## src/hdl/assert_macros.svh

```systemverilog
// ---------------------------------------------------------------------------
// Assertion macros
// Shared concurrent assertion forms, clocked on clk and held off in reset.
// ---------------------------------------------------------------------------
`ifndef ASSERT_MACROS_SVH
`define ASSERT_MACROS_SVH

// The expression holds at every clock edge outside reset.
`define ASSERT_ALWAYS(label, expr, msg) \
  label: assert property (@(posedge clk) disable iff (!rst_n) (expr)) \
    else $error(msg);

// When the antecedent holds, the consequent holds in the next cycle.
`define ASSERT_NEXT(label, ante, cons, msg) \
  label: assert property (@(posedge clk) disable iff (!rst_n) (ante) |=> (cons)) \
    else $error(msg);

`endif

```

## src/hdl/nsr_pkg.sv

```systemverilog
// ---------------------------------------------------------------------------
// Newton square root package
// Default sizes and fixed field widths shared by the block and its channels.
// ---------------------------------------------------------------------------
package nsr_pkg;

  localparam int RADICAND_BITS_DEF   = 24;
  localparam int FRACTION_BITS_DEF   = 16;
  localparam int LAST_STEP_INDEX_DEF = 50;

  localparam int ROOT_BITS = 29;

endpackage

```

## src/hdl/nsr_channels.sv

```systemverilog
// ---------------------------------------------------------------------------
// Newton square root channels
// Valid/ready channel interfaces for the radicand and the result item.
// ---------------------------------------------------------------------------
interface nsr_in_if #(
  parameter int RADICAND_BITS = nsr_pkg::RADICAND_BITS_DEF
);
  logic                     valid;
  logic                     ready;
  logic [RADICAND_BITS-1:0] radicand;

  modport source (output valid, output radicand, input ready);
  modport sink   (input valid, input radicand, output ready);
endinterface

interface nsr_out_if;
  import nsr_pkg::*;

  logic                 valid;
  logic                 ready;
  logic [ROOT_BITS-1:0] square_root;
  logic                 not_converged;

  modport source (output valid, output square_root, output not_converged, input ready);
  modport sink   (input valid, input square_root, input not_converged, output ready);
endinterface

```

## src/hdl/newton_square_root_top.sv

```systemverilog
// ---------------------------------------------------------------------------
// Newton square root
// Fixed-point Newton iteration for the square root of an unsigned integer.
// ---------------------------------------------------------------------------
// The radicand arrives on in_chan and one result item leaves on out_chan,
// both valid/ready channels; an item moves when valid and ready are high.
// The block works on one item at a time and drops in_chan.ready while busy.
// Each Newton step runs one restoring division of the scaled radicand by
// the iterate, one quotient bit per cycle, followed by the update state.
// The division remainder and quotient also decide whether the iterate has
// squared exactly to the scaled radicand, which ends the iteration.
// At most LAST_STEP_INDEX + 1 steps run for one item; the block returns to
// idle as it writes the result to the output register and can then take
// the next item.
// The result waits in an output register. While the receiver stalls, the
// block may take the next radicand and work on it; that item then waits in
// its final update state until the output register is free.
// A synchronous active-low reset empties the output register and returns
// the sequencer to idle; no clearing pass is needed.
// ---------------------------------------------------------------------------
module newton_square_root_top #(
  parameter int RADICAND_BITS   = nsr_pkg::RADICAND_BITS_DEF,
  parameter int FRACTION_BITS   = nsr_pkg::FRACTION_BITS_DEF,
  parameter int LAST_STEP_INDEX = nsr_pkg::LAST_STEP_INDEX_DEF
) (
  input  logic             clk,
  input  logic             rst_n,
  nsr_in_if.sink           in_chan,
  nsr_out_if.source        out_chan
);
  import nsr_pkg::*;

  localparam int IB  = RADICAND_BITS + FRACTION_BITS;
  localparam int QW  = RADICAND_BITS + 2 * FRACTION_BITS;
  localparam int BCW = $clog2(QW);
  localparam int SCW = ($clog2(LAST_STEP_INDEX + 1) < 1) ? 1 : $clog2(LAST_STEP_INDEX + 1);
  localparam int CW  = (IB > ROOT_BITS) ? IB : ROOT_BITS;

  localparam logic [BCW-1:0]       BIT_LAST  = BCW'(QW - 1);
  localparam logic [SCW-1:0]       STEP_LAST = SCW'(LAST_STEP_INDEX);
  localparam logic [IB-1:0]        N_ONE     = IB'(1) << FRACTION_BITS;
  localparam logic [CW-1:0]        ROOT_CAP  = CW'({ROOT_BITS{1'b1}});

  typedef enum logic [1:0] {
    S_IDLE,
    S_DIV,
    S_UPD
  } state_t;

  state_t                   state_r;
  logic [RADICAND_BITS-1:0] x_r;
  logic [IB-1:0]            n_r;
  logic [IB-1:0]            rem_r;
  logic [QW-1:0]            dvd_r;
  logic [BCW-1:0]           bit_r;
  logic [SCW-1:0]           step_r;
  logic                     flag_r;
  logic                     out_valid_r;
  logic [ROOT_BITS-1:0]     out_root_r;
  logic                     out_nc_r;

  logic [QW-1:0]            target;
  logic [IB:0]              trial;
  logic [IB+1:0]            diff;
  logic                     q_bit;
  logic [QW-1:0]            quot;
  logic [QW:0]              sum;
  logic [QW-1:0]            half;
  logic [IB-1:0]            n_upd;
  logic                     match;
  logic                     out_free;
  logic                     item_done;
  logic [CW-1:0]            n_ext;
  logic [ROOT_BITS-1:0]     root_sat;

  assign target = {x_r, {(2 * FRACTION_BITS){1'b0}}};

  assign trial = {rem_r, dvd_r[QW-1]};
  assign diff  = {1'b0, trial} - {2'b00, n_r};
  assign q_bit = ~diff[IB+1];

  assign quot  = (n_r == '0) ? '0 : dvd_r;
  assign match = (n_r == '0) ? (x_r == '0) : ((rem_r == '0) && (dvd_r == QW'(n_r)));
  assign sum   = {1'b0, quot} + (QW + 1)'(n_r);
  assign half  = sum[QW:1];
  assign n_upd = (half[QW-1:IB] != '0) ? '1 : half[IB-1:0];

  assign n_ext    = CW'(n_r);
  assign root_sat = (n_ext > ROOT_CAP) ? {ROOT_BITS{1'b1}} : n_ext[ROOT_BITS-1:0];

  assign out_free  = !out_valid_r || out_chan.ready;
  assign item_done = (state_r == S_UPD) && (match || (step_r == STEP_LAST)) && out_free;

  assign in_chan.ready          = (state_r == S_IDLE);
  assign out_chan.valid         = out_valid_r;
  assign out_chan.square_root   = out_root_r;
  assign out_chan.not_converged = out_nc_r;

  always_ff @(posedge clk) begin
    if (!rst_n) begin
      state_r     <= S_IDLE;
      out_valid_r <= 1'b0;
      step_r      <= '0;
      bit_r       <= '0;
      flag_r      <= 1'b0;
    end else begin
      if (item_done) begin
        out_valid_r <= 1'b1;
      end else if (out_chan.ready) begin
        out_valid_r <= 1'b0;
      end
      unique case (state_r)
        S_IDLE: begin
          if (in_chan.valid && in_chan.ready) begin
            x_r     <= in_chan.radicand;
            n_r     <= N_ONE;
            rem_r   <= '0;
            dvd_r   <= {in_chan.radicand, {(2 * FRACTION_BITS){1'b0}}};
            bit_r   <= BIT_LAST;
            step_r  <= '0;
            flag_r  <= 1'b0;
            state_r <= S_DIV;
          end
        end
        S_DIV: begin
          rem_r <= q_bit ? diff[IB-1:0] : trial[IB-1:0];
          dvd_r <= {dvd_r[QW-2:0], q_bit};
          bit_r <= bit_r - BCW'(1);
          if (bit_r == '0) begin
            state_r <= S_UPD;
          end
        end
        S_UPD: begin
          if (match) begin
            if (out_free) begin
              out_root_r  <= root_sat;
              out_nc_r    <= flag_r;
              state_r     <= S_IDLE;
            end
          end else if (step_r == STEP_LAST) begin
            if (out_free) begin
              n_r         <= n_upd;
              flag_r      <= 1'b1;
              out_root_r  <= ((CW'(n_upd) > ROOT_CAP) ? {ROOT_BITS{1'b1}}
                                                        : ROOT_BITS'(n_upd));
              out_nc_r    <= 1'b1;
              state_r     <= S_IDLE;
            end
          end else begin
            n_r     <= n_upd;
            rem_r   <= '0;
            dvd_r   <= target;
            bit_r   <= BIT_LAST;
            step_r  <= step_r + SCW'(1);
            state_r <= S_DIV;
          end
        end
        default: state_r <= S_IDLE;
      endcase
    end
  end

  `include "assert_macros.svh"

  `ASSERT_ALWAYS(a_step_bound, step_r <= STEP_LAST, "step counter ran past the last step")
  `ASSERT_NEXT(a_start_div, in_chan.valid && in_chan.ready, (state_r == S_DIV) && (step_r == '0) && (bit_r == BIT_LAST), "accepted item did not start a division")
  `ASSERT_NEXT(a_div_to_upd, (state_r == S_DIV) && (bit_r == '0), state_r == S_UPD, "division did not end in an update")
  `ASSERT_ALWAYS(a_no_accept_busy, !((state_r != S_IDLE) && in_chan.ready), "radicand taken while busy")

endmodule

```

## src/flat_wrapper.sv

```systemverilog
// flat-port wrapper written by rule: the top's interface ports become plain ports
module newton_square_root_top_flat import nsr_pkg::*;
#(
  parameter int RADICAND_BITS   = nsr_pkg::RADICAND_BITS_DEF,
  parameter int FRACTION_BITS   = nsr_pkg::FRACTION_BITS_DEF,
  parameter int LAST_STEP_INDEX = nsr_pkg::LAST_STEP_INDEX_DEF
)
  (clk, rst_n, in_chan_valid, in_chan_radicand, in_chan_ready, out_chan_valid, out_chan_square_root, out_chan_not_converged, out_chan_ready);
  nsr_in_if #(.RADICAND_BITS(RADICAND_BITS)) in_chan_i ();
  nsr_out_if out_chan_i ();
  input  logic clk;
  input  logic rst_n;
  input wire logic [$bits(in_chan_i.valid)-1:0] in_chan_valid;
  input wire logic [$bits(in_chan_i.radicand)-1:0] in_chan_radicand;
  output wire logic [$bits(in_chan_i.ready)-1:0] in_chan_ready;
  output wire logic [$bits(out_chan_i.valid)-1:0] out_chan_valid;
  output wire logic [$bits(out_chan_i.square_root)-1:0] out_chan_square_root;
  output wire logic [$bits(out_chan_i.not_converged)-1:0] out_chan_not_converged;
  input wire logic [$bits(out_chan_i.ready)-1:0] out_chan_ready;
  assign in_chan_i.valid = in_chan_valid;
  assign in_chan_i.radicand = in_chan_radicand;
  assign in_chan_ready = in_chan_i.ready;
  assign out_chan_valid = out_chan_i.valid;
  assign out_chan_square_root = out_chan_i.square_root;
  assign out_chan_not_converged = out_chan_i.not_converged;
  assign out_chan_i.ready = out_chan_ready;
  newton_square_root_top #(.RADICAND_BITS(RADICAND_BITS), .FRACTION_BITS(FRACTION_BITS), .LAST_STEP_INDEX(LAST_STEP_INDEX)) u_core (.clk(clk), .rst_n(rst_n), .in_chan(in_chan_i), .out_chan(out_chan_i));
endmodule
```

## config.mk

```make
export PLATFORM = sky130hd
export DESIGN_NAME = newton_square_root_top_flat
export DESIGN_NICKNAME = d
export VERILOG_FILES = /design/src/hdl/nsr_pkg.sv /design/src/hdl/nsr_channels.sv /design/src/hdl/newton_square_root_top.sv /design/src/flat_wrapper.sv
export VERILOG_INCLUDE_DIRS = /design/src /design/src/hdl
export SDC_FILE = /design/constraint.sdc
export NUM_CORES = 1
export LEC_CHECK = 0
export ABC_AREA = 1
export BUFFER_PORTS_ARGS = -buffer_cell sky130_fd_sc_hd__buf_2
export CAP_MARGIN = 20
export CORE_UTILIZATION = 60
export DETAILED_ROUTE_END_ITERATION = 7
export GPL_TIMING_DRIVEN = 0
export PLACE_DENSITY = 0.78
export SETUP_SLACK_MARGIN = 0.5
export SLEW_MARGIN = 20
export SYNTH_ARGS = -nofsm -noshare
export SYNTH_HDL_FRONTEND = slang
export SYNTH_SLANG_ARGS = --single-unit
```

## constraint.sdc

```tcl
create_clock -name clk -period 15.6 [get_ports clk]
set_clock_uncertainty 0.1 [all_clocks]
set_input_delay 4.68 -clock clk [delete_from_list [all_inputs] [get_ports clk]]
set_output_delay 4.68 -clock clk [all_outputs]
set_load 0.02 [all_outputs]
```

# --- Word level (Yosys, flattened, before mapping) ---
# Cells that the tools add are included.
totals:
  regBits: 206
  wordCells: 100
  out_inout_bits: 32
  input_bits: 28
classes:
  eq_ne: 11
  reduce_logical: 25
  n_lt_le_gt_ge: 2
  n_bitwise: 1
  addsub: 4
  n_mux: 46
op_table:
  columns: ["op", "n"]
  rows:
  - ["$mux W40", 9]
  - ["$mux W56", 4]
  - ["$mux W29", 6]
  - ["$pmux W56 S3", 1]
  - ["$pmux W40 S3", 1]
  - ["$gt A40 B29 Y1 const B", 2]
  - ["$logic_not A40 Y1", 2]
  - ["$pmux W40 S2", 1]
  - ["$add A56 B40 Y57", 1]
  - ["$eq A56 B40 Y1", 1]
  - ["$sub A41 B40 Y42", 1]
  - ["$mux W6", 6]
  - ["$logic_not A24 Y1", 1]
  - ["$pmux W6 S3", 1]
  - ["$reduce_bool A16 Y1", 1]
  - ["$reduce_and A5 Y1", 3]
  - ["$pmux W6 S2", 1]
  - ["$reduce_and A4 Y1", 3]
  - ["$mux W2", 5]
  - ["$mux W1", 9]
  - ["$ne A2 B2 Y1 const B", 4]
  - ["$add A6 B1 Y6 const B", 1]
  - ["$eq A6 B6 Y1 const B", 1]
  - ["$logic_not A6 Y1", 1]
  - ["other kinds (16)", 23]

# --- Depth between registers and ports, before layout ---
depth:
  word_depth: 10
  mapped_depth: 34
  ltp_nobuf: 30

# --- Worst setup path before layout ---
# OpenSTA, ideal clock, no wires.
synth_timing:
  path_type: "input -> register"
  from: "input port in_chan_valid"
  to: "register u_core.dvd_r[0], enable pin"
  arrival_ps: 9181
  stages: 4
  path_buffers: 0
  setup_slack_ps: 5764
  setup_ps: 555
  required_time_ps: 14945
  path_cell_list: "nor2_1 > nor2_1 > nand2_1 > nor2_1"
synth_between:
  elab_chain_len: 3
synth_lines:
  columns: ["element", "line", "text"]
  rows:
  - ["from (decl)", "flat_wrapper.sv:13", "input wire logic [$bits(in_chan_i.valid)-1:0] in_chan_valid;"]
  - ["$logic_and A1 B1 Y1", "newton_square_root_top.sv:114", "if (in_chan.valid && in_chan.ready) begin"]
  - ["$ne A2 B2 Y1 (no source line)", null, null]
  - ["$reduce_and A5 Y1 (no source line)", null, null]
  - ["to (signal assigned)", "newton_square_root_top.sv:118", "dvd_r <= {in_chan.radicand, {(2 * FRACTION_BITS){1'b0}}};"]
  - ["to (signal assigned)", "newton_square_root_top.sv:127", "dvd_r <= {dvd_r[QW-2:0], q_bit};"]
  - ["to (signal assigned)", "newton_square_root_top.sv:152", "dvd_r <= target;"]
  - ["to (decl)", "newton_square_root_top.sv:54", "logic [QW-1:0] dvd_r;"]
# No other way between the ends.
# A chain may end at the register's enable or synchronous reset.

# --- Worst setup path in the final report ---
layout_timing:
  from: "register u_core.n_r[30] (netlist: u_core.n_ext[30])"
  to: "register u_core.out_root_r[22] (netlist: u_core.out_chan.square_root[22]) (data pin)"
layout_between:
  elab_chain_len: 10
  word_cells_on_any_way: 16
  cone_classes: "add/sub (1); order compare (2); eq/ne (1); mux (9); reduce/logical (3)"
layout_lines:
  columns: ["element", "line", "text"]
  rows:
  - ["from (decl)", "newton_square_root_top.sv:52", "logic [IB-1:0] n_r;"]
  - ["from (signal assigned)", "newton_square_root_top.sv:142", "n_r <= n_upd;"]
  - ["from (signal assigned)", "newton_square_root_top.sv:150", "n_r <= n_upd;"]
  - ["$logic_not A40 Y1", "newton_square_root_top.sv:82, newton_square_root_top.sv:83", null]
  - ["$mux W56", "newton_square_root_top.sv:82", "assign quot = (n_r == '0) ? '0 : dvd_r;"]
  - ["$add A56 B40 Y57", "newton_square_root_top.sv:84", "assign sum = {1'b0, quot} + (QW + 1)'(n_r);"]
  - ["$reduce_bool A16 Y1", "newton_square_root_top.sv:86", "assign n_upd = (half[QW-1:IB] != '0) ? '1 : half[IB-1:0];"]
  - ["$mux W40", "newton_square_root_top.sv:86", null]
  - ["$gt A40 B29 Y1", "newton_square_root_top.sv:144", "out_root_r <= ((CW'(n_upd) > ROOT_CAP) ? {ROOT_BITS{1'b1}}"]
  - ["$mux W29", "newton_square_root_top.sv:144", null]
  - ["$mux W29", "newton_square_root_top.sv:141", "if (out_free) begin"]
  - ["$mux W29", "newton_square_root_top.sv:140", "end else if (step_r == STEP_LAST) begin"]
  - ["$mux W29 (*)", "newton_square_root_top.sv:134", "if (match) begin"]
  - ["to (signal assigned)", "newton_square_root_top.sv:136", "out_root_r <= root_sat;"]
  - ["to (signal assigned)", "newton_square_root_top.sv:144", null]
  - ["to (decl)", "newton_square_root_top.sv:59", "logic [ROOT_BITS-1:0] out_root_r;"]
# Every way passes the cells marked *; elsewhere a longest branch is shown, timed or not. The select of a mux whose other input is x is not followed.

==> results.cfg <==
[die]
core-area_um2 = 25980
start_util_pct = 61.13
std_cell_rows = 59
die-area_um2 = 27130
io_pins = 60
die_y_um = 164.7
die_width_um = 164.7

[logic_synthesis]
async_flop_share_pct = 0
synth.top_cell.area_share_pct = 35.92
synth_area_um2 = 15880
synth_fp_nets = 2289
synth-main-ff-cell = edfxtp_1
netlist_instances = 2172
yosysSeqAreaShare_pct = 37.94
synth_warnings = 0
synth_edf_count = 190
yosysTopAreaCell = edfxtp_1
ys_ff_latch = 206
ys_types = 47
avgSynthCellArea_um2 = 7.313
yosys-top-cells-area = edfxtp_1 (36%), nand2_1 (11%), nor2_1 (8.5%)

[status]
status = finished clean

[critical_path]
slowest_stage = edfxtp_1
cp-start-kind = flip-flop
crit_required_ns = 15.79
critPathCaptureType = flip-flop
max_stage_delay_ns = 0.46
path_buf_inv = 5
cp_common_cell = nor2_1
crit_family = simple AND/OR/NAND/NOR gates
crit_arrival_ns = 6.95
crit_type = reg2reg
cp_max_fo = 10

[placed_design]
port_buffers = 59
placed_cell_area_um2 = 16770
gp_congestion = 0.9860
dp_slack_ns = 8.705
dp_hpwl_um = 38970

[sta]
rsz0062_at_grt = false
tns_ns = 0
max_freq_mhz = 148.1
hold_viol = 0
worstMarginPinSlew_ns = 0.8562
relSlewSlack_pct = 42.92
finalCritPeriodShare_pct = 43.28
setup_ws_ns = 8.848
report.final.slew_viol_count = 0
fin_crit_ns = 6.752
finalSetupViolations = 0

[final_layout]
utilization_pct = 67.49
nets = 2386
final_cell_mix = nand2_1 (460), nor2_1 (356), inv_1 (314)
fin_area_um2 = 17540
drive_above_1_share_pct = 6.430
final_common_cell = nand2_1
antenna-diode-count = 0
areaGrowthSynthToFinish_pct = 10.41

[cts]
cts_resized = 0
cts_sinks = 206
post_cts_buffers = 0
cts.path.max_buffers = 3
cts-root-buf = clkbuf_16
clkLatencyLatePin_ns = 0.55
cts_max_level = 1
hold_buffers = 0
cts_tree = built
cts.clk_slew.worst_paths_ns = 0.06
cts_buffers = 24

[power_and_ir_drop]
internal_power_mw = 1.637
pwr-share-comb_pct = 52.6
max-vdd-ir-drop_mv = 0.1255
power.density_nw_per_um2 = 176.0
leakagePower_nw = 7.654
p_sw_share_pct = 46.94
clock_power_share_pct = 18.2
p_sw_mw = 1.449
p_seq_share_pct = 29.2

[drt]
vias = 15310
first_pass_iters = 6
finalWirelength_um = 48600
drtAntennaViolNets = 0
drt_iter0_drc = 1543
viasPerCell = 5.841
drcViolationCount = 0
wire_per_inst_um = 18.54

[run]
drv_cap = 0

[grt]
grt_max_degree = 29
antenna_found_initial = 0
grt_pass1_vias = 14250
grt.total_usage_pct = 36.15
grt_pass1_wl_um = 75510
grt.overflow.total = 0

[hold_path]
hp-class = reg2reg
metal layers:
metal,share of wire (%),track usage [%],vias to the layer above,routed length [um]
met5,0,0,-,0
met4,3.9,13.93,0,1876
met3,8.7,5.876,126,4238
met2,46,59.64,743,22450
met1,41,47.39,7037,20040
li1,-,-,7404,-
path summary, 6_finish.rpt:
path | start | to | cells past startpoint | slack [ns]
max reg2reg | u_core.n_ext[30]$_SDFFCE_PN0P_ | u_core.out_chan.square_root[22]$_DFFE_PP_ | 29 | 8.85
min reg2reg | u_core.step_r[5]$_SDFFE_PN0P_ | u_core.step_r[5]$_SDFFE_PN0P_ | 2 | 0.37
min | u_core.step_r[5]$_SDFFE_PN0P_ | u_core.step_r[5]$_SDFFE_PN0P_ | 2 | 0.37
max | u_core.n_ext[30]$_SDFFCE_PN0P_ | u_core.out_chan.square_root[22]$_DFFE_PP_ | 29 | 8.85
metrics by stage:
step                hold slack [ns]  std cells  power [mW]
global placement             0.3505       2566       2.453
detailed placement           0.3600       2578       2.483
CTS                          0.3677       2621       3.047
global route                 0.4134       2621       3.286
finish                       0.3707       2621       3.086
floorplan                    0.3409       2172       2.023
cells by family (layout without fill, tap and decap cells):
logic type | Yosys count | after routing | share of synthesized area [%]
and+or+nand+nor | 1066 | 1066 | 28.21
buffers and inverters | 367 | 481 | 8.996
AOI/OAI and AO/OA | 347 | 347 | 12.41
DFF | 206 | 206 | 37.94
xor gates and xnor gates | 97 | 97 | 5.349
adders and majority gates | 89 | 89 | 7.105
synthesized netlist by cell type, types with 2 or more instances:
library cell,count
nand4_1,37
nand3_2,3
edfxtp_1,190
clkbuf_1,31
xor2_1,45
ha_1,87
o221ai_1,17
o31ai_1,6
dfxtp_1,16
o21ai_0,91
buf_6,4
a21oi_1,162
nor4_1,25
o21bai_1,14
nand3b_1,3
nor2_4,3
buf_1,8
nor2_1,358
buf_4,4
o21a_1,9
o21ai_1,8
nor2_2,8
a21boi_0,3
o211ai_1,14
and3_1,3
a31o_2,2
buf_2,5
nand2_1,460
nor3_1,19
or2_2,7
a21o_1,10
inv_1,314
a31oi_1,8
xnor2_1,52
nand3_1,132
fa_1,2
nand2_2,2
registers in the layout, summed over array words and instances (netlist names), 2 cells and up:
name / cells
u_core.step_r: 6
u_core.out_chan.square_root: 29
u_core.state_r: 2
u_core.rem_r: 40
u_core.n_ext: 40
u_core.dvd_r: 56
u_core.x_r: 24
u_core.bit_r: 6
worst min-delay path, stage by stage, from the launching register on:
cell and delay, ns:
dfxtp_1 0.31, nand2_1 0.06, a21oi_1 0.06
power by group through the flow:
stage / combinational, mW / sequential [mW] / clock, mW
floorplan: 1.16 / 0.867 / 0
global placement: 1.53 / 0.919 / 0
detailed placement: 1.58 / 0.905 / 0
CTS: 1.59 / 0.895 / 0.562
global route: 1.79 / 0.909 / 0.582
finish: 1.62 / 0.900 / 0.562
final cells by class:
type	instances	area [um2]
clock inverter	7	97.59
inverter	315	1182
timing repair buffer	71	450.4
fill	2285	8448
tap	335	419.2
multi-input combinational	1599	8449
sequential	206	6026
buffer	52	246.5
clock buffer	36	665.6
(Power assumes the default switching activity.)
